===== src/rtl/core/jnq_pkg.sv =====
// jnq_pkg: item types, register map, action codes and deflection helpers
// for the joystick navigation qualifier. No dependencies.
`timescale 1ns / 1ps

package jnq_pkg;

    // Number of settled polls before the center starts to track the stick
    localparam int unsigned SETTLE_POLLS = 32;
    // Invalid polls in a row tolerated before the stick counts as gone
    localparam int unsigned FAIL_LIMIT   = 25;

    localparam logic [7:0]  SETTLE_CAP   = 8'd200;
    localparam logic [7:0]  STREAK_CAP   = 8'd255;
    localparam logic [15:0] ADC_ALL_ONES = 16'hFFFF;

    // Register reset values
    localparam logic [15:0] DEAD_ZONE_RST = 16'd5500;
    localparam logic [14:0] NAV_THR_RST   = 15'd14000;
    localparam logic [15:0] REPEAT_MS_RST = 16'd200;
    localparam logic [15:0] HOLD_MS_RST   = 16'd450;
    localparam logic [15:0] CENTER_RST    = 16'd32768;

    localparam int unsigned PADDR_W = 5;

    // Register index (byte address / 4)
    typedef enum logic [2:0] {
        REG_INVERT_X       = 3'd0,
        REG_INVERT_Y       = 3'd1,
        REG_DEAD_ZONE      = 3'd2,
        REG_NAV_THRESHOLD  = 3'd3,
        REG_REPEAT_MS      = 3'd4,
        REG_HOLD_MS        = 3'd5,
        REG_CENTER_X_START = 3'd6,
        REG_CENTER_Y_START = 3'd7
    } t_reg_idx;

    typedef enum logic [2:0] {
        ACT_IDLE  = 3'd0,
        ACT_UP    = 3'd1,
        ACT_DOWN  = 3'd2,
        ACT_LEFT  = 3'd3,
        ACT_RIGHT = 3'd4,
        ACT_ENTER = 3'd5,
        ACT_BACK  = 3'd6
    } t_action;

    typedef struct packed {
        logic [15:0] adc_x;
        logic [15:0] adc_y;
        logic        button_down;
        logic [31:0] now_ms;
    } t_in_item;

    typedef struct packed {
        logic        step_up;
        logic        step_down;
        logic        step_left;
        logic        step_right;
        logic        select_event;
        logic        escape_event;
        logic [2:0]  action;
        logic        led_lit;
        logic        sample_valid;
        logic        connected;
    } t_out_item;

    // Live configuration seen by the datapath
    typedef struct packed {
        logic        invert_x;
        logic        invert_y;
        logic [15:0] dead_zone;
        logic [14:0] nav_threshold;
        logic [15:0] repeat_ms;
        logic [15:0] hold_ms;
    } t_cfg;

    // Center reload on a write of a start register
    typedef struct packed {
        logic        load_x;
        logic        load_y;
        logic [15:0] value;
    } t_ctr_load;

    // Signed deflection of a reading from the center, optionally negated
    function automatic logic signed [16:0] f_deflect(input logic [15:0] adc,
                                                     input logic [15:0] ctr,
                                                     input logic        inv);
        logic signed [16:0] d;
        d = $signed({1'b0, adc}) - $signed({1'b0, ctr});
        return inv ? -d : d;
    endfunction

    // Magnitude of a deflection; always fits 16 bits
    function automatic logic [15:0] f_mag(input logic signed [16:0] d);
        logic signed [16:0] m;
        m = (d < 0) ? -d : d;
        return m[15:0];
    endfunction

endpackage


===== src/rtl/core/jnq_cfg_regs.sv =====
// jnq_cfg_regs: APB register file for the joystick qualifier settings.
// Depends on jnq_pkg (register map, t_cfg, t_ctr_load).
`timescale 1ns / 1ps

module jnq_cfg_regs
    import jnq_pkg::*;
(
    input  logic               i_clk,
    input  logic               i_rst_n,
    input  logic               psel,
    input  logic               penable,
    input  logic               pwrite,
    input  logic [PADDR_W-1:0] paddr,
    input  logic [31:0]        pwdata,
    output logic [31:0]        prdata,
    output logic               pready,
    output t_cfg               o_cfg,
    output t_ctr_load          o_ctr_load
);

    logic        r_invert_x;
    logic        r_invert_y;
    logic [15:0] r_dead_zone;
    logic [14:0] r_nav_threshold;
    logic [15:0] r_repeat_ms;
    logic [15:0] r_hold_ms;
    logic [15:0] r_center_x_start;
    logic [15:0] r_center_y_start;

    logic     wr_en;
    t_reg_idx idx;

    assign pready = 1'b1;
    assign wr_en  = psel && penable && pwrite;
    assign idx    = t_reg_idx'(paddr[PADDR_W-1:2]);

    // Write registers on the access phase
    always_ff @(posedge i_clk) begin
        if (!i_rst_n) begin
            r_invert_x       <= 1'b0;
            r_invert_y       <= 1'b0;
            r_dead_zone      <= DEAD_ZONE_RST;
            r_nav_threshold  <= NAV_THR_RST;
            r_repeat_ms      <= REPEAT_MS_RST;
            r_hold_ms        <= HOLD_MS_RST;
            r_center_x_start <= CENTER_RST;
            r_center_y_start <= CENTER_RST;
        end else if (wr_en) begin
            unique case (idx)
                REG_INVERT_X:       r_invert_x       <= pwdata[0];
                REG_INVERT_Y:       r_invert_y       <= pwdata[0];
                REG_DEAD_ZONE:      r_dead_zone      <= pwdata[15:0];
                REG_NAV_THRESHOLD:  r_nav_threshold  <= pwdata[14:0];
                REG_REPEAT_MS:      r_repeat_ms      <= pwdata[15:0];
                REG_HOLD_MS:        r_hold_ms        <= pwdata[15:0];
                REG_CENTER_X_START: r_center_x_start <= pwdata[15:0];
                REG_CENTER_Y_START: r_center_y_start <= pwdata[15:0];
            endcase
        end
    end

    // Read back
    always_comb begin
        unique case (idx)
            REG_INVERT_X:       prdata = {31'd0, r_invert_x};
            REG_INVERT_Y:       prdata = {31'd0, r_invert_y};
            REG_DEAD_ZONE:      prdata = {16'd0, r_dead_zone};
            REG_NAV_THRESHOLD:  prdata = {17'd0, r_nav_threshold};
            REG_REPEAT_MS:      prdata = {16'd0, r_repeat_ms};
            REG_HOLD_MS:        prdata = {16'd0, r_hold_ms};
            REG_CENTER_X_START: prdata = {16'd0, r_center_x_start};
            REG_CENTER_Y_START: prdata = {16'd0, r_center_y_start};
        endcase
    end

    assign o_cfg.invert_x      = r_invert_x;
    assign o_cfg.invert_y      = r_invert_y;
    assign o_cfg.dead_zone     = r_dead_zone;
    assign o_cfg.nav_threshold = r_nav_threshold;
    assign o_cfg.repeat_ms     = r_repeat_ms;
    assign o_cfg.hold_ms       = r_hold_ms;

    // A start write also recenters the matching axis
    assign o_ctr_load.load_x = wr_en && (idx == REG_CENTER_X_START);
    assign o_ctr_load.load_y = wr_en && (idx == REG_CENTER_Y_START);
    assign o_ctr_load.value  = pwdata[15:0];

endmodule


===== src/rtl/core/jnq_nav_core.sv =====
// jnq_nav_core: per-poll qualification datapath and its state (center,
// accumulators, timers, button, link health). Depends on jnq_pkg.
`timescale 1ns / 1ps

module jnq_nav_core
    import jnq_pkg::*;
(
    input  logic      i_clk,
    input  logic      i_rst_n,
    input  t_cfg      i_cfg,
    input  t_ctr_load i_ctr_load,
    input  logic      i_fire,
    input  t_in_item  i_item,
    output t_out_item o_result
);

    logic [15:0]        r_center_x, r_center_y;
    logic signed [17:0] r_accum_x, r_accum_y;
    logic [7:0]         r_settle;
    logic [31:0]        r_last_step;
    logic [31:0]        r_press_time;
    logic               r_button_held;
    logic               r_long_fired;
    logic [7:0]         r_fail_streak;
    logic               r_present;

    logic [15:0]        n_center_x, n_center_y;
    logic signed [17:0] n_accum_x, n_accum_y;
    logic [7:0]         n_settle;
    logic [31:0]        n_last_step;
    logic [31:0]        n_press_time;
    logic               n_button_held;
    logic               n_long_fired;
    logic [7:0]         n_fail_streak;
    logic               n_present;

    logic               bad_read;
    logic signed [16:0] nx0, ny0, nx, ny;
    logic [15:0]        mag_x, mag_y;
    logic               near0, recenter, dead_x, dead_y;
    logic [7:0]         settle_inc;
    logic [19:0]        avg_x, avg_y;
    logic signed [18:0] base_x, base_y, sum_x, sum_y, clp_x, clp_y;
    logic signed [18:0] lim, thr;
    logic [31:0]        step_gap, hold_gap;
    logic               can_step;
    t_action            act;
    t_out_item          res;

    // Saturating symmetric clamp to +/- twice the threshold
    function automatic logic signed [18:0] f_clamp(input logic signed [18:0] v,
                                                   input logic signed [18:0] l);
        logic signed [18:0] r;
        r = v;
        if (r > l) r = l;
        if (r < -l) r = -l;
        return r;
    endfunction

    always_comb begin
        // Defaults: hold state
        n_center_x    = r_center_x;
        n_center_y    = r_center_y;
        n_accum_x     = r_accum_x;
        n_accum_y     = r_accum_y;
        n_settle      = r_settle;
        n_last_step   = r_last_step;
        n_press_time  = r_press_time;
        n_button_held = r_button_held;
        n_long_fired  = r_long_fired;
        n_fail_streak = r_fail_streak;
        n_present     = r_present;
        res           = '0;
        act           = ACT_IDLE;

        bad_read = ((i_item.adc_x == 16'd0) && (i_item.adc_y == 16'd0)) ||
                   ((i_item.adc_x == ADC_ALL_ONES) && (i_item.adc_y == ADC_ALL_ONES));

        // Settle check against the current center; only a valid poll tracks it
        nx0   = f_deflect(i_item.adc_x, r_center_x, i_cfg.invert_x);
        ny0   = f_deflect(i_item.adc_y, r_center_y, i_cfg.invert_y);
        near0 = (f_mag(nx0) < i_cfg.dead_zone) && (f_mag(ny0) < i_cfg.dead_zone);
        settle_inc = (r_settle < SETTLE_CAP) ? r_settle + 8'd1 : r_settle;
        recenter   = r_present && !bad_read && near0 &&
                     (settle_inc >= 8'(SETTLE_POLLS));

        // 15/16 center tracking
        avg_x = {r_center_x, 4'd0} - {4'd0, r_center_x} + {4'd0, i_item.adc_x};
        avg_y = {r_center_y, 4'd0} - {4'd0, r_center_y} + {4'd0, i_item.adc_y};
        if (recenter) begin
            n_center_x = avg_x[19:4];
            n_center_y = avg_y[19:4];
        end

        // Deflection against the updated center
        nx     = f_deflect(i_item.adc_x, n_center_x, i_cfg.invert_x);
        ny     = f_deflect(i_item.adc_y, n_center_y, i_cfg.invert_y);
        mag_x  = f_mag(nx);
        mag_y  = f_mag(ny);
        dead_x = mag_x < i_cfg.dead_zone;
        dead_y = mag_y < i_cfg.dead_zone;

        // Accumulate out-of-dead-zone deflection
        thr    = $signed({4'd0, i_cfg.nav_threshold});
        lim    = $signed({3'd0, i_cfg.nav_threshold, 1'b0});
        base_x = recenter ? 19'sd0 : 19'(r_accum_x);
        base_y = recenter ? 19'sd0 : 19'(r_accum_y);
        sum_x  = base_x + (dead_x ? 19'sd0 : 19'(nx));
        sum_y  = base_y + (dead_y ? 19'sd0 : 19'(ny));
        if (dead_x && dead_y) begin
            clp_x = '0;
            clp_y = '0;
        end else begin
            clp_x = f_clamp(sum_x, lim);
            clp_y = f_clamp(sum_y, lim);
        end

        step_gap = i_item.now_ms - r_last_step;
        hold_gap = i_item.now_ms - r_press_time;
        can_step = step_gap >= {16'd0, i_cfg.repeat_ms};

        if (!r_present) begin
            // Disconnected: ignore the poll
            res.led_lit = r_button_held;
        end else if (bad_read) begin
            n_accum_x     = '0;
            n_accum_y     = '0;
            n_fail_streak = (r_fail_streak < STREAK_CAP) ? r_fail_streak + 8'd1
                                                         : r_fail_streak;
            if (n_fail_streak > 8'(FAIL_LIMIT)) n_present = 1'b0;
            res.led_lit   = r_button_held;
            res.connected = n_present;
        end else begin
            n_fail_streak = '0;
            n_settle      = near0 ? settle_inc : 8'd0;

            // Emit steps, vertical first, horizontal wins the action code
            if (can_step) begin
                if (clp_y <= -thr) begin
                    res.step_up = 1'b1;
                    clp_y       = clp_y + thr;
                    n_last_step = i_item.now_ms;
                    act         = ACT_UP;
                end else if (clp_y >= thr) begin
                    res.step_down = 1'b1;
                    clp_y         = clp_y - thr;
                    n_last_step   = i_item.now_ms;
                    act           = ACT_DOWN;
                end
                if (clp_x <= -thr) begin
                    res.step_left = 1'b1;
                    clp_x         = clp_x + thr;
                    n_last_step   = i_item.now_ms;
                    act           = ACT_LEFT;
                end else if (clp_x >= thr) begin
                    res.step_right = 1'b1;
                    clp_x          = clp_x - thr;
                    n_last_step    = i_item.now_ms;
                    act            = ACT_RIGHT;
                end
            end else if (!dead_x || !dead_y) begin
                // Show the dominant direction while waiting out the interval
                if (mag_y >= mag_x) act = (ny < 0) ? ACT_UP : ACT_DOWN;
                else                act = (nx < 0) ? ACT_LEFT : ACT_RIGHT;
            end
            n_accum_x = clp_x[17:0];
            n_accum_y = clp_y[17:0];

            // Button: press, long hold, release
            if (i_item.button_down) begin
                if (!r_button_held) begin
                    n_button_held = 1'b1;
                    n_press_time  = i_item.now_ms;
                    n_long_fired  = 1'b0;
                end else if (!r_long_fired && (hold_gap >= {16'd0, i_cfg.hold_ms})) begin
                    res.escape_event = 1'b1;
                    n_long_fired     = 1'b1;
                    act              = ACT_BACK;
                end else if (r_long_fired) begin
                    act = ACT_BACK;
                end else begin
                    act = ACT_ENTER;
                end
            end else if (r_button_held) begin
                n_button_held = 1'b0;
                if (!r_long_fired) begin
                    res.select_event = 1'b1;
                    act              = ACT_ENTER;
                end
            end

            res.led_lit      = n_button_held;
            res.sample_valid = 1'b1;
            res.connected    = 1'b1;
        end
        res.action = act;
    end

    assign o_result = res;

    // Commit state when the item moves to the result register
    always_ff @(posedge i_clk) begin
        if (!i_rst_n) begin
            r_center_x    <= CENTER_RST;
            r_center_y    <= CENTER_RST;
            r_accum_x     <= '0;
            r_accum_y     <= '0;
            r_settle      <= '0;
            r_last_step   <= '0;
            r_press_time  <= '0;
            r_button_held <= 1'b0;
            r_long_fired  <= 1'b0;
            r_fail_streak <= '0;
            r_present     <= 1'b1;
        end else begin
            if (i_fire) begin
                r_center_x    <= n_center_x;
                r_center_y    <= n_center_y;
                r_accum_x     <= n_accum_x;
                r_accum_y     <= n_accum_y;
                r_settle      <= n_settle;
                r_last_step   <= n_last_step;
                r_press_time  <= n_press_time;
                r_button_held <= n_button_held;
                r_long_fired  <= n_long_fired;
                r_fail_streak <= n_fail_streak;
                r_present     <= n_present;
            end
            if (i_ctr_load.load_x) r_center_x <= i_ctr_load.value;
            if (i_ctr_load.load_y) r_center_y <= i_ctr_load.value;
        end
    end

endmodule


===== src/rtl/core/joystick_nav_qualifier.sv =====
// joystick_nav_qualifier: top level with input and result registers around
// the qualification datapath. Depends on jnq_pkg, jnq_cfg_regs, jnq_nav_core.
`timescale 1ns / 1ps

// Takes one poll (two stick readings, button level, millisecond time) per
// clock while the result side does not stall, and returns exactly one result
// item per poll: the poll waits in the input register while the datapath
// works on it, and the result register holds the outcome. Stick state (center,
// step accumulators, timers, button and link health) is committed in the same
// edge that loads the result register, so the following poll already sees
// it and polls can stream at one per cycle while the result side does not
// stall. Write settings over the APB port only while no poll is in flight;
// writing a center start register also recenters that axis at once.
module joystick_nav_qualifier
    import jnq_pkg::*;
(
    input  logic               i_clk,
    input  logic               i_rst_n,
    input  logic               i_in_valid,
    output logic               o_in_stall,
    input  t_in_item           i_in_item,
    output logic               o_out_valid,
    input  logic               i_out_stall,
    output t_out_item          o_out_item,
    input  logic               psel,
    input  logic               penable,
    input  logic               pwrite,
    input  logic [PADDR_W-1:0] paddr,
    input  logic [31:0]        pwdata,
    output logic [31:0]        prdata,
    output logic               pready
);

    t_cfg      cfg;
    t_ctr_load ctr_load;
    t_out_item result;

    logic      r_in_valid;
    t_in_item  r_in_item;
    logic      r_out_valid;
    t_out_item r_out_item;

    logic      out_free, in_free, advance;

    jnq_cfg_regs u_cfg_regs (
        .i_clk      (i_clk),
        .i_rst_n    (i_rst_n),
        .psel       (psel),
        .penable    (penable),
        .pwrite     (pwrite),
        .paddr      (paddr),
        .pwdata     (pwdata),
        .prdata     (prdata),
        .pready     (pready),
        .o_cfg      (cfg),
        .o_ctr_load (ctr_load)
    );

    jnq_nav_core u_nav_core (
        .i_clk      (i_clk),
        .i_rst_n    (i_rst_n),
        .i_cfg      (cfg),
        .i_ctr_load (ctr_load),
        .i_fire     (advance),
        .i_item     (r_in_item),
        .o_result   (result)
    );

    // Flow control: advance when the result register is empty or draining
    assign out_free   = !r_out_valid || !i_out_stall;
    assign advance    = r_in_valid && out_free;
    assign in_free    = !r_in_valid || advance;
    assign o_in_stall = !in_free;

    always_ff @(posedge i_clk) begin
        if (!i_rst_n) begin
            r_in_valid  <= 1'b0;
            r_out_valid <= 1'b0;
        end else begin
            if (in_free)  r_in_valid  <= i_in_valid;
            if (out_free) r_out_valid <= r_in_valid;
        end
    end

    // Load payloads
    always_ff @(posedge i_clk) begin
        if (in_free && i_in_valid) r_in_item  <= i_in_item;
        if (advance)               r_out_item <= result;
    end

    assign o_out_valid = r_out_valid;
    assign o_out_item  = r_out_item;

    // Opposite steps on one axis never come out together
    a_axis_exclusive: assert property (@(posedge i_clk) disable iff (!i_rst_n)
        o_out_valid |-> !(o_out_item.step_up && o_out_item.step_down) &&
                        !(o_out_item.step_left && o_out_item.step_right))
        else $error("opposite steps in one item");

    // Select and escape are exclusive
    a_button_exclusive: assert property (@(posedge i_clk) disable iff (!i_rst_n)
        o_out_valid |-> !(o_out_item.select_event && o_out_item.escape_event))
        else $error("select and escape in one item");

    // Escape fires only while the button is held
    a_escape_held: assert property (@(posedge i_clk) disable iff (!i_rst_n)
        o_out_valid && o_out_item.escape_event |-> o_out_item.led_lit)
        else $error("escape without held button");

    // A disconnected stick never reports a valid sample
    a_disc_invalid: assert property (@(posedge i_clk) disable iff (!i_rst_n)
        o_out_valid && !o_out_item.connected |-> !o_out_item.sample_valid &&
            (o_out_item.action == ACT_IDLE))
        else $error("valid sample while disconnected");

endmodule


===== config.mk =====
export PLATFORM = sky130hd
export DESIGN_NAME = joystick_nav_qualifier
export DESIGN_NICKNAME = d
export VERILOG_FILES = /design/src/rtl/core/jnq_pkg.sv /design/src/rtl/core/jnq_cfg_regs.sv /design/src/rtl/core/jnq_nav_core.sv /design/src/rtl/core/joystick_nav_qualifier.sv
export SDC_FILE = /design/constraint.sdc
export NUM_CORES = 2
export LEC_CHECK = 0
export ABC_AREA = 1
export ABC_CLOCK_PERIOD_IN_PS = 21500
export BUFFER_PORTS_ARGS = -buffer_cell sky130_fd_sc_hd__buf_2
export CORE_MARGIN = 2
export CORE_UTILIZATION = 25
export DETAILED_ROUTE_END_ITERATION = 7
export PLACE_DENSITY_LB_ADDON = 0.05
export SETUP_SLACK_MARGIN = 0.5
export SYNTH_ARGS = -nofsm -noshare
export SYNTH_HDL_FRONTEND = slang
export SYNTH_SLANG_ARGS = --single-unit
export TNS_END_PERCENT = 50

===== constraint.sdc =====
create_clock -name i_clk -period 21.5 [get_ports i_clk]
set_input_delay 3.225 -clock i_clk [delete_from_list [all_inputs] [get_ports i_clk]]
set_output_delay 3.225 -clock i_clk [all_outputs]
set_load 0.02 [all_outputs]

==> results_dict.tcl <==
set metrics [dict create \
    cp.arrival_ps 19820 \
    rows 140 \
    final.period_utilization 0.895 \
    synthMostInstantiatedCell "sky130_fd_sc_hd__nand2_1" \
    synthAdderAreaFrac 0.182 \
    layout-area-overhead-vs-synth_pct 13.0 \
    layout_skew_ps 47.6 \
    cp_max_fo 27 \
    antenna_found_initial 7 \
    path_common_cell "sky130_fd_sc_hd__nand2_1" \
    final.fill_count 16400 \
    total_die_area_sq_mm 0.149 \
    maximum_number_of_pins_on_one_net_before_global_route_repair 70 \
    rsz0062_at_grt "false" \
    synth_seq_area_share 0.200 \
    path_clk_slew_ps 60 \
    routabilityCongestion 0.842 \
    synthesis.area_sq_mm 0.0366 \
    first_global_vias 34800 \
    dpl_worst_slack_ps 1430 \
    power-per-cell-area_mw_per_mm2 142 \
    die-width_um 386 \
    ctsLongestPathBuffers 3 \
    num_vias 35800 \
    drcViolationCount 0 \
    period_needed_ps 19230 \
    max-slew-margin-rel 0.238 \
    synth_compound_area_frac 0.179 \
    max_slew.worst_pin.slew_ps 1140 \
    drt_first_pass_iters 8 \
    synth.avg_cell_area_sq_um 6.59 \
    syn-instance-count 5545 \
    hold_path.startpoint "u_nav_core.r_last_step[11]" \
    cts.root.buffer_cell "sky130_fd_sc_hd__clkbuf_16" \
    setup_viol 0 \
    routed_wl_um 153000 \
    warnings_from_yosys 0 \
    grt_usage 0.201 \
    r2r-start "r_in_item[50]" \
    max_clock_freq_mhz 52.0 \
    wl_per_cell_um 20.1 \
    initial_core_util 0.251 \
    setup_tns_ps 0 \
    largest_family_of_logic_cells_by_synthesized_area "simple AND/OR/NAND/NOR gates" \
    design.portCount 156 \
    h-tree-depth 2 \
    timing.reg2reg.worst_path_depth 119 \
    route.antenna.remaining_nets 0 \
    tritoncts.num_buffers 49 \
    final_hold_viol_count 0 \
    max_cap_viol_count 0 \
    worst_setup_path_startpoint "r_in_item[50]" \
    worstHoldPathCells 2 \
    clk-insertion-delay-late_ps 670 \
    timing.critical_path.to_type "flop" \
    dpl_cell_area_sq_mm 0.0395 \
    buffer_ports.inserted 120 \
    hp-class "reg -> reg" \
    report.final.slew_viol_count 0 \
    grt_pass1_wl_um 227000 \
    worst_ir_drop_on_vdd_mv 0.0855 \
    yosys.cell_types.count 68 \
    yosys.area_share.simple 0.268 \
    worst_slack_on_hold_paths_ps 455 \
    synth.mux.area_fraction 0 \
    ys_ff_latch 327 \
    ys.flop_type "sky130_fd_sc_hd__dfxtp_1" \
    drive_gt1_frac 0.0820 \
    die_height_um 386 \
    async_flop_share 0 \
    tritoncts_clock_tree "yes" \
    slowest_cp_cell "sky130_fd_sc_hd__edfxtp_1" \
    final_net_count 6273 \
    synth_area_leader_cell "sky130_fd_sc_hd__ha_1" \
    critPathMaxStageDelay_ps 550 \
    via_per_inst 4.71 \
    yosys-top-cells-area "sky130_fd_sc_hd__ha_1 (16%), sky130_fd_sc_hd__dfxtp_1 (14%), sky130_fd_sc_hd__nand2_1 (13%), sky130_fd_sc_hd__inv_1 (8.5%), sky130_fd_sc_hd__a21oi_1 (7.3%)" \
    globalRoute.totalOverflow 0 \
    numClockSinks 327 \
    synth_enable_flop_cells 77 \
    layout_setup_ws_ps 2270 \
    drt_iter0_drc 2106 \
    final_core_utilization 0.284 \
    design_area_sq_mm 0.0413 \
    synth_top_cells_by_count "sky130_fd_sc_hd__nand2_1 (1,239), sky130_fd_sc_hd__inv_1 (829), sky130_fd_sc_hd__a21oi_1 (535)" \
    status "finished, final reports clean" \
    cp.required_ps 22090 \
    dp.final_hpwl_um 124000 \
    number_of_hold_buffers_added_after_cts 0 \
    synthXorXnorAreaFrac 0.0635 \
    synth_top_area_frac 0.160 \
    static_leakage_uw 0.0196 \
    criticalPathCategory "reg -> reg" \
    core_area_sq_mm 0.145 \
    cp-start-kind "flop" \
]
[final timing paths]
kind | end | slack (ps)
max | u_nav_core.r_accum_y[16] | 2270
min | u_nav_core.r_last_step[11] | 460
max reg2reg | u_nav_core.r_accum_y[16] | 2270
min reg2reg | u_nav_core.r_last_step[11] | 460
[registers in the layout, indices dropped and copies added, names as in the netlist, 18 cells and up]
signal	cells
u_nav_core.r_accum_x	18
r_in_item	65
u_nav_core.r_last_step	32
u_nav_core.r_press_time	32
u_nav_core.r_accum_y	18
[layout make-up]
class,count,area (sq um),share of cell area
Tap cell,1917,2400,0.0581
Sequential cell,327,7320,0.177
Multi-Input combinational cell,4217,25400,0.615
Clock buffer,65,1400,0.0339
Clock inverter,26,283,0.00684
Timing Repair inverter,1,7.51,0.000182
Timing Repair Buffer,199,1230,0.0297
Inverter,862,3250,0.0787
Antenna cell,2,5.00,0.000121
[power by group]
part / leakage [uW] / internal, uW / switching (uW) / total [uW]
Combinational: 0.0159 / 1440 / 2820 / 4260
Clock: 0.000831 / 509 / 357 / 865
Sequential: 0.00278 / 701 / 43.6 / 744
Total: 0.0196 / 2650 / 3220 / 5870
[cell usage in the layout (no fill, tap or decap), types with 12 or more instances in the layout]
| cell type | count |
|---|---|
| sky130_fd_sc_hd__a21oi_1 | 535 |
| sky130_fd_sc_hd__ha_1 | 468 |
| sky130_fd_sc_hd__xor2_1 | 193 |
| sky130_fd_sc_hd__o22ai_1 | 15 |
| sky130_fd_sc_hd__nand3_1 | 298 |
| sky130_fd_sc_hd__nand3b_1 | 25 |
| sky130_fd_sc_hd__buf_4 | 77 |
| sky130_fd_sc_hd__nand3_2 | 13 |
| sky130_fd_sc_hd__a211oi_1 | 12 |
| sky130_fd_sc_hd__nor4_1 | 20 |
| sky130_fd_sc_hd__conb_1 | 17 |
| sky130_fd_sc_hd__nand4_1 | 75 |
| sky130_fd_sc_hd__o211ai_1 | 42 |
| sky130_fd_sc_hd__fa_1 | 39 |
| sky130_fd_sc_hd__xnor2_1 | 54 |
| sky130_fd_sc_hd__nand2_2 | 41 |
| sky130_fd_sc_hd__dfxtp_1 | 250 |
| sky130_fd_sc_hd__edfxtp_1 | 77 |
| sky130_fd_sc_hd__inv_2 | 16 |
| sky130_fd_sc_hd__nor3_1 | 89 |
| sky130_fd_sc_hd__clkbuf_16 | 51 |
| sky130_fd_sc_hd__or2_2 | 50 |
| sky130_fd_sc_hd__o21bai_1 | 36 |
| sky130_fd_sc_hd__inv_1 | 827 |
| sky130_fd_sc_hd__nor2_2 | 12 |
| sky130_fd_sc_hd__nor2_1 | 366 |
| sky130_fd_sc_hd__clkinv_1 | 15 |
| sky130_fd_sc_hd__a21o_1 | 18 |
| sky130_fd_sc_hd__o21ai_0 | 339 |
| sky130_fd_sc_hd__o21ai_1 | 31 |
| sky130_fd_sc_hd__a22oi_1 | 16 |
| sky130_fd_sc_hd__buf_2 | 119 |
| sky130_fd_sc_hd__o31ai_1 | 14 |
| sky130_fd_sc_hd__o21a_1 | 15 |
| sky130_fd_sc_hd__nand2_1 | 1238 |
| sky130_fd_sc_hd__a31oi_1 | 46 |
[per-layer routing]
layer  GRT usage  wire, um
met1       0.287     77400
met2       0.325     68000
met3      0.0174      4330
met4      0.0429      3320
met5           0        49
[cell families after synthesis]
| kind of cell | after synthesis |
|---|---|
| XOR/XNOR | 258 |
| AND/OR/NAND/NOR | 2260 |
| adder cells (fa/ha/maj) | 507 |
| buffers and inverters | 1016 |
| AO/OA/AOI/OAI | 1175 |
| flip-flops | 327 |
| other | 2 |
[critical path, delay by kind of cell, from the launching register on]
family	cells	cell delay (ps)
xor+xnor	4	1300
compound gates	20	3480
simple gates	68	7490
fa+ha+maj	11	3600
buf+inv	16	2660
flops	1	550
[per-stage QoR]
stage	instances	total power [uW]
2_1_floorplan	5560	3740
3_3_place_gp	7514	5020
3_5_place_dp	7514	4990
4_1_cts	7605	5910
5_1_grt	7614	6540
6_report	7616	5870
[timing repair]
| action | in CTS | in global routing |
|---|---|---|
| resized for setup | 0 | 24 |
| endpoints found under the setup margin | 0 | 74 |
| setup buffers | 0 | 8 |
(Power assumes the default switching activity.)
